`config.mk`:
```
export PLATFORM = sky130hd
export DESIGN_NAME = scc_ctrl
export DESIGN_NICKNAME = d
export VERILOG_FILES = /design/src/hw/rtl/scc_pkg.sv /design/src/hw/rtl/scc_ctrl.sv
export SDC_FILE = /design/constraint.sdc
export NUM_CORES = 1
export LEC_CHECK = 0
export BUFFER_PORTS_ARGS = -buffer_cell sky130_fd_sc_hd__buf_4
export CAP_MARGIN = 25
export CORE_AREA = 5 5 42 44
export DETAILED_ROUTE_END_ITERATION = 8
export DIE_AREA = 0 0 47 49
export GPL_ROUTABILITY_DRIVEN = 0
export GPL_TIMING_DRIVEN = 0
export PLACE_DENSITY = 0.65
export SYNTH_ARGS = -nofsm -noshare
export SYNTH_HDL_FRONTEND = slang
export SYNTH_SLANG_ARGS = --single-unit
```
`constraint.sdc`:
```
create_clock -name i_clk -period 1.17 [get_ports i_clk]
set_input_delay 0.1755 -clock i_clk [delete_from_list [all_inputs] [get_ports i_clk]]
set_output_delay 0.1755 -clock i_clk [all_outputs]
set_load 0.01 [all_outputs]
```
`src/hw/rtl/scc_pkg.sv`:
```
// ----------------------------------------------------------------------------
// SCC package
// Types, constants and control codes shared by the SCC block.
// ----------------------------------------------------------------------------
package scc_pkg;

    localparam int NODE_W        = 6;
    localparam int CMD_W         = 2;
    localparam int CFG_W         = 7;
    localparam int DEF_MAX_NODES = 64;
    localparam int DEF_MAX_EDGES = 256;
    localparam int CFG_RESET     = 64;

    localparam logic [CMD_W-1:0] CMD_ADD   = 2'd0;
    localparam logic [CMD_W-1:0] CMD_RUN   = 2'd1;
    localparam logic [CMD_W-1:0] CMD_CLEAR = 2'd2;
    localparam logic [CMD_W-1:0] CMD_NOP   = 2'd3;

    typedef struct packed {
        logic [CMD_W-1:0]  cmd;
        logic [NODE_W-1:0] src_node;
        logic [NODE_W-1:0] dst_node;
    } t_item;

    typedef struct packed {
        logic [NODE_W-1:0] node;
        logic [NODE_W-1:0] component_index;
        logic              last_in_component;
        logic              last_of_run;
        logic              edges_dropped;
    } t_result;

    typedef enum logic [4:0] {
        ST_IDLE,
        ST_ADD0,
        ST_ADD1,
        ST_CLEAR,
        ST_RUN_INIT,
        ST_ROOT_CHK,
        ST_VISIT_A,
        ST_VISIT_B,
        ST_STEP,
        ST_EDGE,
        ST_CMP,
        ST_POP_A,
        ST_POP_B,
        ST_FRAME_POP,
        ST_RESTORE,
        ST_END
    } t_state;

    typedef enum logic [4:0] {
        OP_IDLE,
        OP_ADD0,
        OP_ADD1,
        OP_CLEAR,
        OP_RUN_INIT,
        OP_ROOT_CHK,
        OP_VISIT_A,
        OP_VISIT_B,
        OP_STEP,
        OP_EDGE,
        OP_CMP,
        OP_POP_A,
        OP_POP_B,
        OP_FRAME_POP,
        OP_RESTORE,
        OP_END
    } t_op;

    typedef struct packed {
        t_op  op;
        logic accept;
    } t_ctrl;

    typedef struct packed {
        logic add_ok;
        logic root_end;
        logic root_visited;
        logic e_null;
        logic is_root;
        logic v_out;
        logic v_new;
        logic v_full;
        logic v_on;
        logic w_is_u;
        logic fp_last;
    } t_status;

endpackage

```
`src/hw/rtl/scc_ctrl.sv`:
```
// ----------------------------------------------------------------------------
// SCC controller
// Sequences edge loading, clearing and the iterative Tarjan search.
// ----------------------------------------------------------------------------
module scc_ctrl (
    input  logic                       i_clk,
    input  logic                       i_rst_n,
    input  logic                       start,
    input  logic [scc_pkg::CMD_W-1:0]  i_cmd,
    input  scc_pkg::t_status           i_status,
    output scc_pkg::t_ctrl             o_ctrl,
    output logic                       busy
);

    scc_pkg::t_state r_state;
    scc_pkg::t_state n_state;

    always_ff @(posedge i_clk) begin
        if (!i_rst_n) begin
            r_state <= scc_pkg::ST_IDLE;
        end else begin
            r_state <= n_state;
        end
    end

    always_comb begin
        n_state = r_state;
        unique case (r_state)
            scc_pkg::ST_IDLE: begin
                if (start) begin
                    priority if (i_cmd == scc_pkg::CMD_ADD)   n_state = scc_pkg::ST_ADD0;
                    else if (i_cmd == scc_pkg::CMD_RUN)       n_state = scc_pkg::ST_RUN_INIT;
                    else if (i_cmd == scc_pkg::CMD_CLEAR)     n_state = scc_pkg::ST_CLEAR;
                    else                                      n_state = scc_pkg::ST_IDLE;
                end
            end
            scc_pkg::ST_ADD0: begin
                n_state = i_status.add_ok ? scc_pkg::ST_ADD1 : scc_pkg::ST_IDLE;
            end
            scc_pkg::ST_ADD1:     n_state = scc_pkg::ST_IDLE;
            scc_pkg::ST_CLEAR:    n_state = scc_pkg::ST_IDLE;
            scc_pkg::ST_RUN_INIT: n_state = scc_pkg::ST_ROOT_CHK;
            scc_pkg::ST_ROOT_CHK: begin
                priority if (i_status.root_end)     n_state = scc_pkg::ST_END;
                else if (i_status.root_visited)     n_state = scc_pkg::ST_ROOT_CHK;
                else                                n_state = scc_pkg::ST_VISIT_A;
            end
            scc_pkg::ST_VISIT_A: n_state = scc_pkg::ST_VISIT_B;
            scc_pkg::ST_VISIT_B: n_state = scc_pkg::ST_STEP;
            scc_pkg::ST_STEP: begin
                priority if (!i_status.e_null)  n_state = scc_pkg::ST_EDGE;
                else if (i_status.is_root)      n_state = scc_pkg::ST_POP_A;
                else                            n_state = scc_pkg::ST_FRAME_POP;
            end
            scc_pkg::ST_EDGE: begin
                priority if (i_status.v_out)    n_state = scc_pkg::ST_STEP;
                else if (i_status.v_new) begin
                    n_state = i_status.v_full ? scc_pkg::ST_STEP : scc_pkg::ST_VISIT_A;
                end
                else if (i_status.v_on)         n_state = scc_pkg::ST_CMP;
                else                            n_state = scc_pkg::ST_STEP;
            end
            scc_pkg::ST_CMP:   n_state = scc_pkg::ST_STEP;
            scc_pkg::ST_POP_A: n_state = scc_pkg::ST_POP_B;
            scc_pkg::ST_POP_B: begin
                n_state = i_status.w_is_u ? scc_pkg::ST_FRAME_POP : scc_pkg::ST_POP_A;
            end
            scc_pkg::ST_FRAME_POP: begin
                n_state = i_status.fp_last ? scc_pkg::ST_ROOT_CHK : scc_pkg::ST_RESTORE;
            end
            scc_pkg::ST_RESTORE: n_state = scc_pkg::ST_STEP;
            scc_pkg::ST_END:     n_state = scc_pkg::ST_IDLE;
            default:             n_state = scc_pkg::ST_IDLE;
        endcase
    end

    always_comb begin
        o_ctrl.accept = 1'b0;
        busy          = 1'b1;
        unique case (r_state)
            scc_pkg::ST_IDLE: begin
                o_ctrl.op     = scc_pkg::OP_IDLE;
                o_ctrl.accept = start;
                busy          = 1'b0;
            end
            scc_pkg::ST_ADD0:      o_ctrl.op = scc_pkg::OP_ADD0;
            scc_pkg::ST_ADD1:      o_ctrl.op = scc_pkg::OP_ADD1;
            scc_pkg::ST_CLEAR:     o_ctrl.op = scc_pkg::OP_CLEAR;
            scc_pkg::ST_RUN_INIT:  o_ctrl.op = scc_pkg::OP_RUN_INIT;
            scc_pkg::ST_ROOT_CHK:  o_ctrl.op = scc_pkg::OP_ROOT_CHK;
            scc_pkg::ST_VISIT_A:   o_ctrl.op = scc_pkg::OP_VISIT_A;
            scc_pkg::ST_VISIT_B:   o_ctrl.op = scc_pkg::OP_VISIT_B;
            scc_pkg::ST_STEP:      o_ctrl.op = scc_pkg::OP_STEP;
            scc_pkg::ST_EDGE:      o_ctrl.op = scc_pkg::OP_EDGE;
            scc_pkg::ST_CMP:       o_ctrl.op = scc_pkg::OP_CMP;
            scc_pkg::ST_POP_A:     o_ctrl.op = scc_pkg::OP_POP_A;
            scc_pkg::ST_POP_B:     o_ctrl.op = scc_pkg::OP_POP_B;
            scc_pkg::ST_FRAME_POP: o_ctrl.op = scc_pkg::OP_FRAME_POP;
            scc_pkg::ST_RESTORE:   o_ctrl.op = scc_pkg::OP_RESTORE;
            scc_pkg::ST_END:       o_ctrl.op = scc_pkg::OP_END;
            default:               o_ctrl.op = scc_pkg::OP_IDLE;
        endcase
    end

endmodule

```
# == Word-level counts from Yosys, hierarchy flattened ==
# Index checks and enable logic that the tools add are counted.
# word_totals
inputBits,16
ff_bits,5
output_inout_bits,7
# op_classes
eq_ne,18
n_mux,19
n_reduce_logical,3
# ops
operator,count
case mux 4 bit (15 select lines),1
case mux 5 bit (11 select lines),1
== test 5 x 4 -> 1 bit (second input constant),8
== test 5 x 3 -> 1 bit (second input constant),4
two-way mux 4 bit,5
two-way mux 3 bit,5
== test 5 x 2 -> 1 bit (second input constant),2
two-way mux 2 bit,4
== test 5 x 1 -> 1 bit (second input constant),1
logical NOT 5 bit,1
two-way mux 5 bit,1
OR reduction 3 bit,1
== test 2 x 1 -> 1 bit (second input constant),1
== test 2 bit (second input constant),1
logical NOT 2 bit,1
two-way mux 1 bit,2
inequality test 2 bit (second input constant),1

# == Depth between registers and ports, before layout ==
# Gate-level depths: netlist of run 1.
# logic_depth
depth_word,6
depth_mapped,5
ltp_nobuf,4

# == Worst setup path before layout of run 1 ==
# OpenSTA, ideal clock, no wires.
# synth_path
kind,reg2reg
start,reg r_state[1]
end,reg r_state[1]
synth_period_minus_slack_ps,1280
setup_time_ps,77
slack_ps,-110
n_path_buf,0
stages_incl_launch_ff,4
arrival_time_ps,1204
cell_sequence,dfxtp_1 > or2_1 > or4_4 > a41oi_2
# synth_via
elab_chain_cells,3
# synth_lines
item,line_no,text
from (decl),scc_ctrl.sv:15,scc_pkg::t_state r_state;
from (signal assigned),scc_ctrl.sv:20,r_state <= scc_pkg::ST_IDLE;
from (signal assigned),scc_ctrl.sv:22,r_state <= n_state;
== test 5 x 4 -> 1 bit or == test 5 x 3 -> 1 bit (tied branches),scc_ctrl.sv:28,unique case (r_state)
OR reduction 3 bit (no source line),--,
case mux 5 bit (11 select lines),scc_ctrl.sv:28,
# Parallel ways exist; a longest one is shown, timed or not.
# A chain may end at the register's enable or synchronous reset.

==> results.toml, run 1 <==
[die]
rows = 14
initial_core_util_pct = 32.3
die_w_um = 47
fp.coreArea_um2 = 1400
die_y_um = 49
ios = 23
die_area_um2 = 2300

[sta]
drv_slew = 0
timing.fmax_mhz = 664
fin_crit_ns = 1.51
skew_ns = 0.000897
setup_ws_ns = -0.336
period_share_pct = 129
holdWs_ns = 0.263
finalHoldViolCount = 0
rsz0062_at_grt = "yes"
setup_viol = 8
timing.setup.tns_ns = -1.28

[placed_design]
io_buffers = 21
dp.final_hpwl_um = 986
dp.cells = 101

[power]
p_comb_share_pct = 41.3
leakage_nw = 0.339
peakVddDrop_uv = 381
p_sw_share_pct = 28.9
power.switching_mw = 0.159
p_seq_share_pct = 27.4
power.internal_mw = 0.392
p_per_area_nw_per_um2 = 718
p_total_mw = 0.551
clockPowerShare_pct = 31.3

[logic_synthesis]
ys_ff_latch = 4
syn_area_um2 = 453
syn-num-nets = 80
ys_warn_count = 0
avgSynthCellArea_um2 = 7.08
seq_area_frac_synth_pct = 17.7
ys_types = 32
synthCells = 64

[clock_tree]
clk_pin_slew_ns = 0.03
cts-buffers-inserted = 3
cts_tree = "done"
cts_max_path_buffers = 2
clkLatencyLatePin_ns = 0.24
clock-sinks = 4
htree_levels = 1
cts.root.buffer_cell = "clkbuf_4"

[route]
dr_total_vias = 592
drtIter0Drc = 15
routed_wl_um = 1420
post_drt_wl_per_cell_um = 12.9
drc = 0
postRouteAntennaNets = 0
post_drt_via_cell_ratio = 5.38
dr.pass1.iters = 4

[global_routing]
grt_pass1_wl_um = 2270
overflow = 0
grt_max_degree = 11
antenna_found_initial = 0
grt_pass1_vias = 570
track_usage_pct = 13.3

[setup_path]
cp.arrival_ns = 1.33
cp_max_fo = 2
regToRegSetupSlack_ns = -0.29
crit_type = "flip-flop to output port"
r2r_cells = 5
r2r_end = "r_state[2]"
crit_required_ns = 0.99
rr_startpoint = "r_state[2]"
worst_setup_path_start_kind = "flip-flop"
crit_path_end_kind = "output port"

[final_layout]
largest_reg_flops = 4
instances_no_fill = 110
final_common_cell = "buf_4"
areaGrowthSynthToFinish_pct = 69.3
largest_register = "r_state"
final_cell_mix = "buf_4 (24), buf_6 (7), clkbuf_1 (4), o21bai_1 (4), dfxtp_2 (4)"
final_util_pct = 54.7
final_layout_size_suffix_gt1_share_pct = 52.1
top_regs = "r_state (4)"
diodes = 0
fin_nets = 112
fill_cells = 148

[worst_hold_path]
min_path_cells = 3
hold_class = "input port to flip-flop"
min_to = "r_state[2]"
worstHoldStart = "i_status[6]"

[run_status]
status = "finished, violations left"
violations = "setup timing"

[flow_run]
maxCapViolations = 0
[repair_timing]
item | 4_1_cts | 5_1_grt
buffers inserted | 5 | 0
gates cloned | 1 | 0
hold buffers | 0 | 0
setup endpoints to repair | 8 | 8
pin swaps | 9 | 1
gates resized for setup | 16 | 8
[worst max-delay path: stages (launching register included)]
cell	delay, ns
dfxtp_2	0.31
or2_1	0.24
or3_4	0.36
nor2_4	0.09
buf_6	0.10
[worst max-delay path by stage]
stage          startpoint    endpoint  slack [ns]  depth (start not counted)
3_5_place_dp   r_state[1]  r_state[1]       -0.18                          4
5_1_grt        r_state[1]   o_ctrl[0]       -0.38                          4
6_report       r_state[1]   o_ctrl[0]       -0.34                          4
2_1_floorplan  r_state[2]  r_state[1]        -0.1                          3
3_3_place_gp   r_state[1]  r_state[1]       -0.19                          4
4_1_cts        r_state[1]   o_ctrl[0]       -0.33                          4
[routing by layer]
layer / global-route usage (%) / part of all wire, % / wire length (um)
met1: 16.2 / 40 / 571
met2: 20.1 / 49 / 699
met3: 2.95 / 8.9 / 127
met4: 8.29 / 1.5 / 22
met5: 0 / 0 / 0
[cells by family after synthesis]
kind of cell	count (synthesis)	share of synthesized area, %
AO/OA/AOI/OAI	19	29.3
buffers and inverters	11	11.1
flip-flops	4	17.7
multiplexers	2	4.42
other	1	0.828
AND/OR/NAND/NOR	27	36.7
[power by group through the flow]
stage	clock (mW)	sequential [mW]	combinational (mW)
detailed placement	0	0.153	0.173
global placement	0	0.153	0.172
CTS	0.176	0.151	0.211
floorplan	0	0.151	0.0928
global route	0.193	0.152	0.247
finish	0.172	0.151	0.228
[cell type report]
class / instances / area [um2] / share of cell area, %
plain buffers: 9 / 67.6 / 8.81
repair buffers: 27 / 211 / 27.6
inverters: 2 / 7.51 / 0.979
well taps: 16 / 20.0 / 2.61
clock buffers: 3 / 22.5 / 2.94
flip-flops and latches: 4 / 85.1 / 11.1
multi-input cells: 49 / 353 / 46.0
[metrics by stage]
step | setup slack (ns) | area, um2
final | -0.336 | 767
after global routing | -0.381 | 767
after CTS | -0.327 | 741
after detailed placement | -0.176 | 634
after global placement | -0.189 | 634
after floorplan | -0.0980 | 457
[cells in the mapped netlist]
master / instances / share of area (%)
a211oi_1: 1 / 1.7
a21boi_0: 2 / 3.3
a21oi_1: 3 / 3.3
a31oi_1: 3 / 4.1
a41oi_2: 1 / 3.6
and2b_1: 1 / 1.7
and3_1: 2 / 2.8
and4b_1: 1 / 2.2
buf_2: 4 / 4.4
buf_4: 1 / 1.7
clkbuf_1: 4 / 3.3
conb_1: 1 / 0.83
dfxtp_1: 4 / 18
inv_1: 2 / 1.7
mux2i_1: 2 / 4.4
nand2_1: 4 / 3.3
nand2b_1: 1 / 1.4
nand3b_1: 1 / 1.7
nand4_1: 1 / 1.4
nand4b_1: 1 / 1.9
nor2_1: 5 / 4.1
nor2b_1: 1 / 1.4
nor3_1: 2 / 2.2
nor3b_1: 1 / 1.7
o211ai_1: 2 / 3.3
o21ai_0: 3 / 3.3
o21bai_1: 4 / 6.6
or2_1: 1 / 1.4
or2_2: 1 / 1.4
or3_1: 1 / 1.4
or4_4: 1 / 2.5
or4b_1: 2 / 4.4
No activity file was read; power rests on OpenSTA's default activity.
==> run 2: changes to the inputs <==
- SKIP_CTS_REPAIR_TIMING: default -> 1
==> run 2 against run 1 <==
Compared with the run above: the run still ends with setup timing left; first-iteration DRC count shrank 47%; critical path depth unchanged; utilization rose by 1.6 points; sequential share of layout area shrank 0.47 points; critical path type unchanged; largest power group unchanged.
==> results.toml, run 2 (synthesis gave the netlist of run 1 again) <==
[power]
p_seq_share_pct = 27.4
p_per_area_nw_per_um2 = 706
leakage_nw = 0.346
peakVddDrop_uv = 382
power.internal_mw = 0.398
p_sw_share_pct = 28.6
clockPowerShare_pct = 30.9
p_total_mw = 0.558
p_comb_share_pct = 41.8
power.switching_mw = 0.160

[final_layout]
stdcell_area_um2 = 790
multi_input_area_um2 = 363
largest_register = "r_state"
fill_cells = 143
seq_area_um2 = 83.8
diodes = 0
fin_nets = 112
final_cell_mix = "buf_4 (23), buf_6 (8), clkbuf_1 (4), o21bai_1 (4)"
final_common_cell = "buf_4"
largest_reg_flops = 4
final_util_pct = 56.3
top_regs = "r_state (4)"
areaGrowthSynthToFinish_pct = 74.3
final_layout_size_suffix_gt1_share_pct = 53.2

[sta]
setup_ws_ns = -0.351
setup_viol = 7
drv_slew = 0
holdWs_ns = 0.262
rsz0062_at_grt = "yes"
skew_ns = 0.00121
period_share_pct = 130
timing.fmax_mhz = 658
finalHoldViolCount = 0
fin_crit_ns = 1.52

[setup_path]
cpPeakStageDelay_ns = 0.35
crit_required_ns = 0.99
crit_type = "flip-flop to output port"
r2r_cells = 4
path_buf_inv = 1
worst_setup_path_start_kind = "flip-flop"
cp_max_fo = 3
crit_cells = 4
worst_path_dominant_cell_family = "simple AND/OR/NAND/NOR gates"
crit_slowest_cell = "or3_4"
cp.arrival_ns = 1.35
worstPathCellList = "or2_4 -> or3_4 -> nor2_4 -> buf_6"
crit_path_end_kind = "output port"

[worst_hold_path]
min_path_cells = 3
hold_class = "input port to flip-flop"

[run_status]
violations = "setup timing"
status = "finished, violations left"

[route]
postRouteAntennaNets = 0
drc = 0
routed_wl_um = 1400
post_drt_wl_per_cell_um = 12.7
drtIter0Drc = 8
post_drt_via_cell_ratio = 5.29
dr.pass1.iters = 4
dr_total_vias = 582

[die]
ios = 23
die_w_um = 47
die_y_um = 49
rows = 14
fp.coreArea_um2 = 1400
die_area_um2 = 2300
initial_core_util_pct = 32.3

[global_routing]
grt_pass1_wl_um = 1950
grt_max_degree = 11
antenna_found_initial = 0
track_usage_pct = 11.5
grt_pass1_vias = 502
overflow = 0

[placed_design]
dp.final_hpwl_um = 986
io_buffers = 21
post-place-ws_ns = -0.176
placed_area_um2 = 634

[clock_tree]
cts_tree = "done"
cts.root.buffer_cell = "clkbuf_4"
clock-sinks = 4
cts_max_path_buffers = 2
clkLatencyLatePin_ns = 0.24
htree_levels = 1
clk_pin_slew_ns = 0.03
cts-buffers-inserted = 3

[flow_run]
maxCapViolations = 0
[run 2: path summary, 6_finish.rpt]
| check | slack, ns | startpoint | endpoint |
|---|---|---|---|
| hold / removal | 0.26 | i_status[6] | r_state[2] |
| setup / recovery | -0.35 | r_state[2] | o_ctrl[0] |
| setup reg to reg | -0.28 | r_state[2] | r_state[1] |
| hold reg to reg | 0.69 | r_state[3] | r_state[1] |
[run 2: layout make-up]
type                    instances  share of cell area (%)
multi-input cells              49                    46.0
repair buffers                 27                    28.1
flip-flops and latches          4                    10.6
plain buffers                   9                    9.03
clock buffers                   3                    2.85
well taps                      16                    2.54
inverters                       2                   0.951
[run 2: worst register-to-register path, delay by kind of cell (launching register included)]
| family | cells | cell delay (ns) |
|---|---|---|
| simple gates | 2 | 0.75 |
| buf+inv | 1 | 0.13 |
| flops | 1 | 0.32 |
| compound gates | 1 | 0.17 |
[run 2: power by group through the flow]
stage / Combinational [mW] / Clock, mW / Sequential (mW)
after floorplan: 0.0928 / 0 / 0.151
after global placement: 0.172 / 0 / 0.153
after detailed placement: 0.173 / 0 / 0.153
after CTS: 0.173 / 0.176 / 0.151
after global routing: 0.253 / 0.193 / 0.154
final: 0.233 / 0.172 / 0.153
[run 2: per-layer routing]
metal  track usage (%)  routed length, um  up-vias
met4              8.29                 41        0
met5                 0                  0        -
met1              14.0                569      260
met3              2.95                106        6
met2              16.7                682       25
li1                  -                  -      291
[run 2: through the flow]
stage | setup TNS [ns] | instances
2_1_floorplan | -0.211 | 64
3_3_place_gp | -0.733 | 101
3_5_place_dp | -0.750 | 101
4_1_cts | -1.33 | 104
5_1_grt | -1.65 | 110
6_report | -1.27 | 110
==> run 3: changes to the inputs <==
- BUFFER_PORTS_ARGS: -buffer_cell sky130_fd_sc_hd__buf_4 -> -buffer_cell sky130_fd_sc_hd__buf_2
==> run 3 against run 2 <==
Compared with the run above: the run still ends with setup timing left; cell area is 11% lower; global-route usage is 0.15 points higher; sequential share of layout area is 1.5 points higher; hold slack worse by 0.0074 ns; flip-flop and latch count stayed put; clock-buffer cell count stayed put; cell count is 0.91% higher; critical path depth stayed put; critical endpoint unchanged; largest cell class unchanged.
==> results.toml, run 3 (synthesis gave the netlist of run 1 again) <==
[setup_path]
crit_type = "flip-flop to output port"
cpPeakStageDelay_ns = 0.34
crit_path_end_kind = "output port"
crit_required_ns = 0.99
worstSetupStartpoint = "r_state[2]"
rr_startpoint = "r_state[2]"
cp.arrival_ns = 1.33
crit_slowest_cell = "or3_4"
worstPathCellList = "or2_4 -> or3_4 -> nor2_2 -> buf_2"
worst_path_dominant_cell_family = "simple AND/OR/NAND/NOR gates"
regToRegSetupSlack_ns = -0.31
worst_setup_path_start_kind = "flip-flop"
path_buf_inv = 1
cp_max_fo = 2

[route]
dr.pass1.iters = 4
postRouteAntennaNets = 0
drc = 0
post_drt_wl_per_cell_um = 12.0
routed_wl_um = 1340
post_drt_via_cell_ratio = 5.08
dr_total_vias = 564
drtIter0Drc = 6

[final_layout]
final_cell_mix = "buf_2 (22), buf_4 (6), buf_6 (5)"
largest_register = "r_state"
largest_reg_flops = 4
multi_input_area_um2 = 340
instances_no_fill = 111
seq_area_um2 = 85.1
diodes = 0
stdcell_area_um2 = 702
top_regs = "r_state (4)"
areaGrowthSynthToFinish_pct = 55.0
fill_cells = 144
final_common_cell = "buf_2"
fin_nets = 113
final_layout_size_suffix_gt1_share_pct = 50.5

[die]
rows = 14
initial_core_util_pct = 32.3
die_y_um = 49
die_area_um2 = 2300
ios = 23
fp.coreArea_um2 = 1400
die_w_um = 47

[run_status]
violations = "setup timing"
status = "finished, violations left"

[power]
power.switching_mw = 0.153
p_per_area_nw_per_um2 = 745
p_sw_share_pct = 29.2
clockPowerShare_pct = 32.9
leakage_nw = 0.325
peakVddDrop_uv = 515
p_seq_share_pct = 29.0
p_comb_share_pct = 38.2
power.internal_mw = 0.370

[clock_tree]
htree_levels = 1
cts-buffers-inserted = 3
cts.root.buffer_cell = "clkbuf_4"
cts_max_path_buffers = 2
clkLatencyLatePin_ns = 0.24
cts_tree = "done"
clock-sinks = 4
clk_pin_slew_ns = 0.04

[global_routing]
overflow = 0
grt_pass1_wl_um = 1900
antenna_found_initial = 0
track_usage_pct = 11.7
grt_max_degree = 11
grt_pass1_vias = 475

[sta]
drv_slew = 0
period_share_pct = 128
rsz0062_at_grt = "yes"
timing.setup.tns_ns = -1.29
setup_ws_ns = -0.333
timing.fmax_mhz = 665
fin_crit_ns = 1.50
setup_viol = 8
skew_ns = 0.00258
finalHoldViolCount = 0

[worst_hold_path]
worstHoldStart = "i_status[7]"
hold_class = "input port to flip-flop"

[placed_design]
dp.cells = 101
placed_area_um2 = 582
dp.final_hpwl_um = 970
io_buffers = 21
post-place-ws_ns = -0.175

[flow_run]
maxCapViolations = 0
## run 3: cell types whose count changed in the layout (fill, tap and decap cells not counted), moves of 2 or more
cell,previous run,this run
buf_2,0,22
buf_4,23,6
buf_6,8,5
nand2_1,2,4
nand2_2,2,0
nor2_4,2,0
## run 3: cell type report
cell class | count | share of cell area [%]
buffer | 9 | 9.63
timing repair buffer | 28 | 22.6
multi-input combinational | 49 | 48.5
tap | 16 | 2.85
sequential | 4 | 12.1
clock buffer | 3 | 3.21
inverter | 2 | 1.07
## run 3: path summary, 6_finish.rpt
check                             endpoint  cells after the start
worst max-delay path             o_ctrl[0]                      4
worst min-delay path            r_state[2]                      3
worst max register to register  r_state[1]                      4
worst min register to register  r_state[2]                      3
## run 3: worst register-to-register path: cells and delay by family (launching register included)
kind,cells,cell delay [ns]
AND/OR/NAND/NOR,2,0.75
flip-flops,1,0.31
AO/OA/AOI/OAI,1,0.20
buffers and inverters,1,0.13
## run 3: power by group through the flow
stage	Sequential, mW	Combinational, mW	Clock, mW
floorplan	0.151	0.0928	0
global placement	0.152	0.148	0
detailed placement	0.153	0.151	0
CTS	0.151	0.151	0.178
global route	0.152	0.218	0.192
finish	0.152	0.200	0.172
## run 3: metrics by stage
step / power (mW) / hold WS, ns / util [%]
after floorplan: 0.244 / 0.346 / -
after global placement: 0.301 / 0.502 / 41.5
after detailed placement: 0.304 / 0.495 / 41.5
after CTS: 0.480 / 0.243 / 43.1
after global routing: 0.562 / 0.259 / 50.1
final: 0.523 / 0.255 / 50.1
## run 3: routing by layer
layer  GRT usage (%)  up-vias  part of all wire [%]
met3            2.58        4                   7.8
met2            15.4       23                    44
met5               0        -                     0
met4            11.1        0                   3.6
li1                -      293                     -
met1            14.7      244                    45
